--- config.mk ---
export PLATFORM = sky130hd
export DESIGN_NAME = servo_reply_frame_parser
export DESIGN_NICKNAME = d
export VERILOG_FILES = /design/src/design/srfp_pkg.sv /design/src/design/srfp_front.sv /design/src/design/srfp_queue.sv /design/src/design/srfp_back.sv /design/src/design/servo_reply_frame_parser.sv
export SDC_FILE = /design/constraint.sdc
export NUM_CORES = 2
export LEC_CHECK = 0
export BUFFER_PORTS_ARGS = -buffer_cell sky130_fd_sc_hd__buf_2
export CAP_MARGIN = 15
export CORE_UTILIZATION = 38
export CTS_BUF_LIST = sky130_fd_sc_hd__clkbuf_16
export DETAILED_ROUTE_END_ITERATION = 12
export PLACE_DENSITY = 0.53
export SLEW_MARGIN = 20
export SYNTH_ARGS = -nofsm -noshare
export SYNTH_HDL_FRONTEND = slang
export SYNTH_SLANG_ARGS = --single-unit
--- constraint.sdc ---
create_clock -name clk -period 5.8 [get_ports clk]
set_clock_uncertainty 0.05 [all_clocks]
set_input_delay 0.58 -clock clk [delete_from_list [all_inputs] [get_ports clk]]
set_output_delay 0.58 -clock clk [all_outputs]
set_load 0.01 [all_outputs]
--- src/design/srfp_pkg.sv ---
// ----------------------------------------------------------------------------
// srfp_pkg: shared types and constants of the servo reply frame parser
// Holds the transaction format between the front and back parts, the result
// record, configuration register indexes and the fixed frame layout.
// ----------------------------------------------------------------------------
package srfp_pkg;

  // Input item kinds
  localparam logic OP_BYTE = 1'b0;
  localparam logic OP_REG  = 1'b1;

  // Result kinds
  localparam logic KIND_VOLTAGE  = 1'b0;
  localparam logic KIND_POSITION = 1'b1;

  // Configuration register indexes
  localparam logic [1:0] CFG_HEADER       = 2'd0;
  localparam logic [1:0] CFG_VOLTAGE_OP   = 2'd1;
  localparam logic [1:0] CFG_POSITION_OP  = 2'd2;

  // Frame layout: index 1 is the second header byte
  localparam int FRAME_LEN_POS  = 2;
  localparam int FRAME_CMD_POS  = 3;
  localparam int FRAME_ARG_POS  = 4;
  localparam int FRAME_ARG2_POS = 5;
  localparam int ENTRY_BASE     = 5;
  localparam int ENTRY_STRIDE   = 3;
  localparam int ENTRY_LIMIT    = 32;
  localparam int ID_LIMIT       = 32;
  localparam int MIN_LENGTH     = 2;
  localparam int VOLTAGE_MIN_LEN  = 4;
  localparam int POSITION_MIN_LEN = 3;

  // Queue between front and back
  localparam int QUEUE_DEPTH = 4;

  typedef enum logic [1:0] {
    CMD_REG,
    CMD_STORE,
    CMD_END
  } cmd_t;

  typedef struct packed {
    cmd_t       cmd;
    logic [7:0] idx;
    logic [7:0] data;
    logic [7:0] len;
  } entry_t;

  typedef struct packed {
    logic        kind;
    logic [4:0]  servo_id;
    logic [4:0]  slot;
    logic [15:0] reading;
  } result_t;

endpackage

--- src/design/srfp_front.sv ---
// ----------------------------------------------------------------------------
// srfp_front: header hunt and frame classification
// Tracks the header count, byte index and frame length, and turns accepted
// items into store, end-of-frame or registration transactions.
// ----------------------------------------------------------------------------
module srfp_front #(
  parameter int FRAME_DEPTH = 128
) (
  input  logic                 clk,
  input  logic                 rst,
  input  logic                 in_valid,
  output logic                 in_stall,
  input  logic                 op,
  input  logic [7:0]           value,
  input  logic [7:0]           header_byte,
  input  logic                 q_full,
  output logic                 push,
  output srfp_pkg::entry_t     push_entry
);

  localparam int AW = $clog2(FRAME_DEPTH);
  localparam logic [9:0] DEPTH_L = 10'(FRAME_DEPTH);

  logic          in_frame, in_frame_next;
  logic          header_half, header_half_next;
  logic [AW-1:0] byte_index, byte_index_next;
  logic [7:0]    frame_length, frame_length_next;
  logic          accept;
  logic          bad_length;
  logic          frame_done;

  assign in_stall = q_full;
  assign accept   = in_valid && !q_full;

  assign bad_length = (value < 8'(srfp_pkg::MIN_LENGTH)) ||
                      ((10'(value) + 10'd2) > DEPTH_L);
  assign frame_done = (10'(byte_index) + 10'd1) == (10'(frame_length) + 10'd2);

  // Classify the item and work out the next parse state
  always_comb begin
    in_frame_next     = in_frame;
    header_half_next  = header_half;
    byte_index_next   = byte_index;
    frame_length_next = frame_length;
    push              = 1'b0;
    push_entry.cmd    = srfp_pkg::CMD_STORE;
    push_entry.idx    = 8'(byte_index);
    push_entry.data   = value;
    push_entry.len    = frame_length;
    if (accept) begin
      if (op == srfp_pkg::OP_REG) begin
        push           = 1'b1;
        push_entry.cmd = srfp_pkg::CMD_REG;
      end else if (!in_frame) begin
        if (value == header_byte) begin
          if (header_half) begin
            // second header byte is stored at index 1
            in_frame_next    = 1'b1;
            header_half_next = 1'b0;
            byte_index_next  = AW'(2);
            push             = 1'b1;
            push_entry.idx   = 8'd1;
          end else begin
            header_half_next = 1'b1;
          end
        end else begin
          header_half_next = 1'b0;
        end
      end else if (byte_index == AW'(srfp_pkg::FRAME_LEN_POS)) begin
        if (bad_length) begin
          // drop the frame and hunt again
          in_frame_next   = 1'b0;
          byte_index_next = '0;
        end else begin
          frame_length_next = value;
          byte_index_next   = AW'(3);
          push              = 1'b1;
        end
      end else begin
        push = 1'b1;
        if (frame_done) begin
          push_entry.cmd  = srfp_pkg::CMD_END;
          in_frame_next   = 1'b0;
          byte_index_next = '0;
        end else begin
          byte_index_next = byte_index + AW'(1);
        end
      end
    end
  end

  // Hold parse state
  always_ff @(posedge clk) begin
    if (rst) begin
      in_frame     <= 1'b0;
      header_half  <= 1'b0;
      byte_index   <= '0;
      frame_length <= 8'd2;
    end else begin
      in_frame     <= in_frame_next;
      header_half  <= header_half_next;
      byte_index   <= byte_index_next;
      frame_length <= frame_length_next;
    end
  end

endmodule

--- src/design/srfp_queue.sv ---
// ----------------------------------------------------------------------------
// srfp_queue: short transaction queue between front and back
// Lets the front keep taking bytes while the back is busy decoding.
// ----------------------------------------------------------------------------
module srfp_queue (
  input  logic             clk,
  input  logic             rst,
  input  logic             push,
  input  srfp_pkg::entry_t push_entry,
  output logic             full,
  output logic             q_valid,
  output srfp_pkg::entry_t q_entry,
  input  logic             pop
);

  localparam int PW = $clog2(srfp_pkg::QUEUE_DEPTH);
  localparam int CW = $clog2(srfp_pkg::QUEUE_DEPTH + 1);

  srfp_pkg::entry_t slots [srfp_pkg::QUEUE_DEPTH];
  logic [PW-1:0] wr_ptr;
  logic [PW-1:0] rd_ptr;
  logic [CW-1:0] count;
  logic          do_push;
  logic          do_pop;

  assign full    = count == CW'(srfp_pkg::QUEUE_DEPTH);
  assign q_valid = count != '0;
  assign q_entry = slots[rd_ptr];
  assign do_push = push && !full;
  assign do_pop  = pop && q_valid;

  // Store transactions
  always_ff @(posedge clk) begin
    if (do_push) begin
      slots[wr_ptr] <= push_entry;
    end
  end

  // Advance pointers and count
  always_ff @(posedge clk) begin
    if (rst) begin
      wr_ptr <= '0;
      rd_ptr <= '0;
      count  <= '0;
    end else begin
      if (do_push) begin
        wr_ptr <= wr_ptr + PW'(1);
      end
      if (do_pop) begin
        rd_ptr <= rd_ptr + PW'(1);
      end
      if (do_push && !do_pop) begin
        count <= count + CW'(1);
      end else if (do_pop && !do_push) begin
        count <= count - CW'(1);
      end
    end
  end

endmodule

--- src/design/srfp_back.sv ---
// ----------------------------------------------------------------------------
// srfp_back: frame store, servo registration and frame decoding
// Writes frame bytes into the frame memory, keeps the ID to slot map, and at
// the end of a frame walks the stored bytes to produce results.
// ----------------------------------------------------------------------------
module srfp_back #(
  parameter int FRAME_DEPTH = 128,
  parameter int MAX_IDS     = 32
) (
  input  logic             clk,
  input  logic             rst,
  input  logic             q_valid,
  input  srfp_pkg::entry_t q_entry,
  output logic             q_pop,
  input  logic [7:0]       voltage_opcode,
  input  logic [7:0]       position_opcode,
  output logic             out_valid,
  input  logic             out_stall,
  output logic             kind,
  output logic [4:0]       servo_id,
  output logic [4:0]       slot,
  output logic [15:0]      reading,
  output logic             last
);

  localparam int AW = $clog2(FRAME_DEPTH);
  localparam int SW = $clog2(MAX_IDS);
  localparam int UW = $clog2(MAX_IDS + 1);
  localparam int IDW = $clog2(srfp_pkg::ID_LIMIT);
  localparam int EW = $clog2(srfp_pkg::ENTRY_LIMIT + 1);

  typedef enum logic [3:0] {
    S_IDLE,
    S_CMD,
    S_CMDW,
    S_CNT,
    S_VHI,
    S_ENT,
    S_ID,
    S_LO,
    S_HI,
    S_PUSH,
    S_FIN
  } state_t;

  state_t state;

  logic [7:0]    frame_mem [FRAME_DEPTH];
  logic [7:0]    rd_data;
  logic [AW-1:0] rd_addr;
  logic          mem_we;

  logic                  map_valid [srfp_pkg::ID_LIMIT];
  logic [SW-1:0]         map_slot  [srfp_pkg::ID_LIMIT];
  logic [UW-1:0]         slots_used;

  logic [7:0]    len;
  logic          is_pos;
  logic [7:0]    count;
  logic [EW-1:0] ent_i;
  logic [7:0]    base;
  logic [7:0]    cur_id;
  logic [7:0]    cur_lo;

  srfp_pkg::result_t pend;
  logic              pend_valid;
  srfp_pkg::result_t cand;
  logic              cand_valid;
  srfp_pkg::result_t out_res;

  logic          out_free;
  logic          out_load;
  logic [IDW-1:0] reg_id;
  logic          reg_ok;
  logic          entry_ok;

  assign q_pop    = (state == S_IDLE) && q_valid;
  assign mem_we   = q_pop && ((q_entry.cmd == srfp_pkg::CMD_STORE) ||
                              (q_entry.cmd == srfp_pkg::CMD_END));
  assign out_free = !out_valid || !out_stall;
  assign out_load = out_free && pend_valid &&
                    (((state == S_PUSH) && cand_valid) || (state == S_FIN));

  assign reg_id = q_entry.data[IDW-1:0];
  assign reg_ok = (q_entry.data != 8'd0) &&
                  (q_entry.data < 8'(srfp_pkg::ID_LIMIT)) &&
                  !map_valid[reg_id] &&
                  (slots_used < UW'(MAX_IDS));

  assign entry_ok = (8'(ent_i) < count) &&
                    (ent_i < EW'(srfp_pkg::ENTRY_LIMIT)) &&
                    ((9'(base) + 9'd1) <= 9'(len));

  assign kind     = out_res.kind;
  assign servo_id = out_res.servo_id;
  assign slot     = out_res.slot;
  assign reading  = out_res.reading;

  // Select the frame byte to fetch next
  always_comb begin
    unique case (state)
      S_CMD:   rd_addr = AW'(srfp_pkg::FRAME_CMD_POS);
      S_CMDW:  rd_addr = AW'(srfp_pkg::FRAME_ARG_POS);
      S_CNT:   rd_addr = AW'(srfp_pkg::FRAME_ARG2_POS);
      S_ENT:   rd_addr = AW'(base);
      S_ID:    rd_addr = AW'(base + 8'd1);
      S_LO:    rd_addr = AW'(base + 8'd2);
      default: rd_addr = '0;
    endcase
  end

  // Frame memory: one write port, one registered read port
  always_ff @(posedge clk) begin
    if (mem_we) begin
      frame_mem[AW'(q_entry.idx)] <= q_entry.data;
    end
    rd_data <= frame_mem[rd_addr];
  end

  // Sequencer, map and output register
  always_ff @(posedge clk) begin
    if (rst) begin
      state      <= S_IDLE;
      out_valid  <= 1'b0;
      pend_valid <= 1'b0;
      cand_valid <= 1'b0;
      slots_used <= '0;
      for (int i = 0; i < srfp_pkg::ID_LIMIT; i++) begin
        map_valid[i] <= 1'b0;
      end
    end else begin
      // load a new result, or drop the one just taken
      if (out_load) begin
        out_valid <= 1'b1;
      end else if (out_valid && !out_stall) begin
        out_valid <= 1'b0;
      end
      unique case (state)
        S_IDLE: begin
          if (q_valid) begin
            unique case (q_entry.cmd)
              srfp_pkg::CMD_REG: begin
                if (reg_ok) begin
                  map_valid[reg_id] <= 1'b1;
                  map_slot[reg_id]  <= SW'(slots_used);
                  slots_used        <= slots_used + UW'(1);
                end
              end
              srfp_pkg::CMD_END: begin
                len   <= q_entry.len;
                state <= S_CMD;
              end
              default: begin
              end
            endcase
          end
        end
        S_CMD: begin
          state <= S_CMDW;
        end
        S_CMDW: begin
          // voltage reply wins when both opcodes match
          priority if (rd_data == voltage_opcode) begin
            is_pos <= 1'b0;
            state  <= (len >= 8'(srfp_pkg::VOLTAGE_MIN_LEN)) ? S_CNT : S_IDLE;
          end else if (rd_data == position_opcode) begin
            is_pos <= 1'b1;
            state  <= (len >= 8'(srfp_pkg::POSITION_MIN_LEN)) ? S_CNT : S_IDLE;
          end else begin
            state <= S_IDLE;
          end
        end
        S_CNT: begin
          if (is_pos) begin
            count <= rd_data;
            ent_i <= '0;
            base  <= 8'(srfp_pkg::ENTRY_BASE);
            state <= S_ENT;
          end else begin
            cur_lo <= rd_data;
            state  <= S_VHI;
          end
        end
        S_VHI: begin
          pend.kind     <= srfp_pkg::KIND_VOLTAGE;
          pend.servo_id <= 5'd0;
          pend.slot     <= 5'd0;
          pend.reading  <= {rd_data, cur_lo};
          pend_valid    <= 1'b1;
          state         <= S_FIN;
        end
        S_ENT: begin
          state <= entry_ok ? S_ID : S_FIN;
        end
        S_ID: begin
          cur_id <= rd_data;
          state  <= S_LO;
        end
        S_LO: begin
          cur_lo <= rd_data;
          state  <= S_HI;
        end
        S_HI: begin
          cand.kind     <= srfp_pkg::KIND_POSITION;
          cand.servo_id <= cur_id[4:0];
          cand.slot     <= 5'(map_slot[cur_id[IDW-1:0]]);
          cand.reading  <= {rd_data, cur_lo};
          cand_valid    <= (cur_id < 8'(srfp_pkg::ID_LIMIT)) &&
                           map_valid[cur_id[IDW-1:0]];
          state         <= S_PUSH;
        end
        S_PUSH: begin
          // hold one result back so the final one can be marked last
          if (!cand_valid) begin
            ent_i <= ent_i + EW'(1);
            base  <= base + 8'(srfp_pkg::ENTRY_STRIDE);
            state <= S_ENT;
          end else if (!pend_valid) begin
            pend       <= cand;
            pend_valid <= 1'b1;
            ent_i      <= ent_i + EW'(1);
            base       <= base + 8'(srfp_pkg::ENTRY_STRIDE);
            state      <= S_ENT;
          end else if (out_free) begin
            out_res   <= pend;
            last      <= 1'b0;
            pend      <= cand;
            ent_i     <= ent_i + EW'(1);
            base      <= base + 8'(srfp_pkg::ENTRY_STRIDE);
            state     <= S_ENT;
          end
        end
        S_FIN: begin
          if (!pend_valid) begin
            state <= S_IDLE;
          end else if (out_free) begin
            out_res    <= pend;
            last       <= 1'b1;
            pend_valid <= 1'b0;
            state      <= S_IDLE;
          end
        end
        default: begin
          state <= S_IDLE;
        end
      endcase
    end
  end

endmodule

--- src/design/servo_reply_frame_parser.sv ---
// ----------------------------------------------------------------------------
// servo_reply_frame_parser: servo bus reply parser, top level
// Input channel (in_valid/in_stall, op, value) carries received UART bytes
// or servo IDs to register. Output channel (out_valid/out_stall) carries one
// transaction per battery-voltage reply or per registered servo entry of a
// position reply, with last set on the final one of a frame.
// A byte or registration is taken whenever the front queue has room. At the
// end of a frame the decoder walks the frame memory through its single read
// port: the pop, the command and the count, then each position entry (up to
// 32) in turn, and it waits whenever the receiver holds a result. While it
// walks, the four-entry queue fills and then in_stall rises.
// Reset clears parse state, the ID map and the queue, and restores the header
// byte to 85 and the opcodes to 15 and 21. No clearing pass is needed.
// When out_stall is high with a result valid, the result register holds and
// the decoder waits. Configuration is written through cfg_write, cfg_index
// and cfg_data; the user must write it only while idle, which the block
// itself does not enforce.
// ----------------------------------------------------------------------------
module servo_reply_frame_parser #(
  parameter int FRAME_DEPTH = 128,
  parameter int MAX_IDS     = 32
) (
  input  logic        clk,
  input  logic        rst,
  input  logic        cfg_write,
  input  logic [1:0]  cfg_index,
  input  logic [7:0]  cfg_data,
  input  logic        in_valid,
  output logic        in_stall,
  input  logic        op,
  input  logic [7:0]  value,
  output logic        out_valid,
  input  logic        out_stall,
  output logic        kind,
  output logic [4:0]  servo_id,
  output logic [4:0]  slot,
  output logic [15:0] reading,
  output logic        last
);

  logic [7:0] header_byte;
  logic [7:0] voltage_opcode;
  logic [7:0] position_opcode;

  logic             push;
  srfp_pkg::entry_t push_entry;
  logic             q_full;
  logic             q_valid;
  srfp_pkg::entry_t q_entry;
  logic             q_pop;

  // Configuration registers
  always_ff @(posedge clk) begin
    if (rst) begin
      header_byte     <= 8'd85;
      voltage_opcode  <= 8'd15;
      position_opcode <= 8'd21;
    end else if (cfg_write) begin
      unique case (cfg_index)
        srfp_pkg::CFG_HEADER:      header_byte     <= cfg_data;
        srfp_pkg::CFG_VOLTAGE_OP:  voltage_opcode  <= cfg_data;
        srfp_pkg::CFG_POSITION_OP: position_opcode <= cfg_data;
        default: begin
        end
      endcase
    end
  end

  srfp_front #(
    .FRAME_DEPTH(FRAME_DEPTH)
  ) u_front (
    .clk         (clk),
    .rst         (rst),
    .in_valid    (in_valid),
    .in_stall    (in_stall),
    .op          (op),
    .value       (value),
    .header_byte (header_byte),
    .q_full      (q_full),
    .push        (push),
    .push_entry  (push_entry)
  );

  srfp_queue u_queue (
    .clk        (clk),
    .rst        (rst),
    .push       (push),
    .push_entry (push_entry),
    .full       (q_full),
    .q_valid    (q_valid),
    .q_entry    (q_entry),
    .pop        (q_pop)
  );

  srfp_back #(
    .FRAME_DEPTH(FRAME_DEPTH),
    .MAX_IDS    (MAX_IDS)
  ) u_back (
    .clk             (clk),
    .rst             (rst),
    .q_valid         (q_valid),
    .q_entry         (q_entry),
    .q_pop           (q_pop),
    .voltage_opcode  (voltage_opcode),
    .position_opcode (position_opcode),
    .out_valid       (out_valid),
    .out_stall       (out_stall),
    .kind            (kind),
    .servo_id        (servo_id),
    .slot            (slot),
    .reading         (reading),
    .last            (last)
  );

endmodule

==> reports/metrics.yaml <==
status: "finished, final reports clean"
yosysUniqueCellTypes: 81
path_max_fanout: 29
end_kind: "register"
cap_violations: 0
worstSetupPathType: "register to register"
r2r_start: "u_back.state[0]$_SDFFE_PP0P_"
drtAntennaViolNets: 0
whs_endpoint: "position_opcode[3]$_SDFFE_PP0P_"
worstPathRequired_ps: 6400
h-tree-depth: 4
drive_gt1_share_pct: 13.9
ys_seq_area_share_pct: 71.9
clkLatencyLatePin_ps: 800
cts_buffers: 158
drv_slew: 0
reg2reg_depth: 8
rsz0062_at_grt: "false"
die_x_um: 406
dr.pass1.iters: 7
min_path_type: "primary input to register"
hpwlAfterDp_um: 113000
die_h_um: 406
reg2reg_to: "u_back.rd_data[2]$_DFF_P_"
rows: 147
relSlewSlack_pct: 20.3
setup_viol_count_final: 0
vias: 37800
cts_buffer_depth: 3
core-area_um2: 161000
synth_edf_count: 1412
clkSlewWorstSetupHoldPaths_ps: 60
critPathArrivalTime_ps: 5640
tightest_slew_ps: 1190
grt_max_degree: 135
start_util_pct: 38.4
cts-root-buf: "clkbuf_16"
fillCellCount: 14600
synth_flop_cell: "edfxtp_1"
postSynthCellCount: 4249
cts_tree: "built"
overflow: 0
place_inst: 6370
synthArstFlopShare_pct: 0
fin_nets: 4431
pin_count: 54
port_buffers: 53
postCtsResizedCells: 0
cp-start-kind: "register"
syn_area_um2: 61900
ir_worst_vdd_uv: 335
avgRoutedWirePerCell_um: 27.9
min_from: "cfg_data[3]"
grt_pass1_vias: 36700
wirelength_um: 186000
leakage_nw: 23.5
period_needed_ps: 5050
fin_crit_sh_pct: 87.0
grt_pass1_wl_um: 268000
rrSetupSlack_ps: 750
powerDensity_nw_per_um2: 424
areaGrowthSynthToFinish_pct: 13.3
routabilityCongestion: 0.851
ys_ff_latch: 1520
multi_input_area_um2: 16100
die_area_um2: 165000
final_cells: 6654
post_cts_buffers: 0
drt_iter0_drc: 4388
fmax_ghz: 0.198
cts_sinks: 1520
regArea_um2: 44600
vias_per_cell: 5.69
yosys_warnings: 0
setup_tns_ps: 0
utilization_pct: 43.5
hold_violations: 0
avgSynthCellArea_um2: 14.6
drc: 0
grt_usage_pct: 22.5
hold_path_depth: 3
antenna_found_initial: 8
holdBufCountCts: 5
## cell usage after synthesis (20+ instances only)
library cell / n / area, um^2
edfxtp_1: 1412 / 42400
nand2_1: 679 / 2550
nand3_1: 269 / 1350
nor2_1: 261 / 980
mux2i_1: 157 / 1570
clkbuf_1: 130 / 488
mux4_2: 122 / 2750
dfxtp_1: 108 / 2160
buf_2: 91 / 455
and3_1: 88 / 551
a311oi_1: 75 / 657
o21ai_0: 75 / 375
inv_1: 67 / 251
a21oi_1: 63 / 315
a31oi_1: 53 / 332
o22ai_1: 44 / 275
xnor2_1: 38 / 333
a211oi_1: 32 / 240
buf_1: 32 / 120
nand4_1: 32 / 200
nor3_1: 31 / 155
ha_1: 30 / 375
xor2_1: 26 / 228
nor2b_1: 21 / 131
a32oi_1: 20 / 175
## state kept, by name (all words and copies together) (netlist names), 6 cells and up, named ones only
signal,cells
header_byte,8
position_opcode,8
u_back.base,8
u_back.cand,26
u_back.count,8
u_back.cur_id,8
u_back.cur_lo,8
u_back.ent_i,6
u_back.frame_mem,1024
u_back.len,8
u_back.map_slot,160
u_back.map_valid,32
u_back.pend,27
u_back.rd_data,8
u_back.reading,16
u_back.slots_used,6
u_front.byte_index,7
u_front.frame_length,8
u_queue.slots,100
voltage_opcode,8
## worst max-delay path, cell delays in order (launching register included)
cell      delay (ps)
dfxtp_1          960
nand2_1          330
or4_1            560
a41o_1           330
buf_4            360
nor2_1           980
o211ai_1         420
a31oi_1          710
o221ai_1         180
## through the flow
step           hold WS (ps)  worst slack [ps]  area, um^2  power (mW)
6_report               43.3               754       70200        29.7
5_1_grt                44.4               753       70200        30.7
4_1_cts               0.222               986       70100        29.8
3_3_place_gp            354              1050       65300        20.3
2_1_floorplan           350               614       62000        17.3
3_5_place_dp            355              1040       65300        20.3
## power breakdown
| part | internal, mW | switching, mW | total (mW) |
|---|---|---|---|
| Clock | 5.42 | 4.20 | 9.62 |
| Sequential | 13.1 | 0.216 | 13.3 |
| Combinational | 1.81 | 5.01 | 6.83 |
## worst max-delay path by stage
stage                                      start                                to
finish              u_back.state[0]$_SDFFE_PP0P_         u_back.rd_data[2]$_DFF_P_
global route                            register   u_back.map_slot[5][1]$_DFFE_PP_
CTS                                     register   u_back.map_slot[5][1]$_DFFE_PP_
detailed placement                      register   u_back.map_slot[5][3]$_DFFE_PP_
global placement                        register   u_back.map_slot[1][4]$_DFFE_PP_
floorplan                               register  u_back.map_slot[28][0]$_DFFE_PP_
## layer usage
layer / wire [um] / up-vias / global-route usage, %
met5: 27 / - / 0
li1: - / 16400 / -
met1: 80400 / 19400 / 32.3
met2: 83900 / 1685 / 34.2
met4: 6200 / 4 / 7.87
met3: 15300 / 319 / 4.22
## cell usage in the layout, fill, tap and decap left out, types with 88 or more instances in the layout
cell type,instances
nor2_1,255
edfxtp_1,1412
nand3_1,269
dfxtp_1,106
and3_1,88
mux4_2,117
buf_4,168
clkbuf_16,160
nand2_1,676
inv_1,109
mux2i_1,157
## area by class of cell
type                            instances  area share, %
Multi-Input combinational cell       2395           22.9
Clock buffer                          160           5.71
Sequential cell                      1520           63.5
Clock inverter                        117           1.14
Tap cell                             2160           3.85
Inverter                               67          0.360
Antenna cell                            1        0.00357
Timing Repair Buffer                  234           2.51
## logic make-up after synthesis
logic type | count (synthesis) | synth area share, %
AO/OA/AOI/OAI | 492 | 5.63
XOR/XNOR | 64 | 0.905
adder cells (fa/ha/maj) | 31 | 0.638
buffers and inverters | 338 | 2.39
flip-flops | 1520 | 71.9
multiplexers | 304 | 7.62
other | 1 | 0.00605
AND/OR/NAND/NOR | 1499 | 10.9
Note: power is estimated with default switching activity, not from simulation.
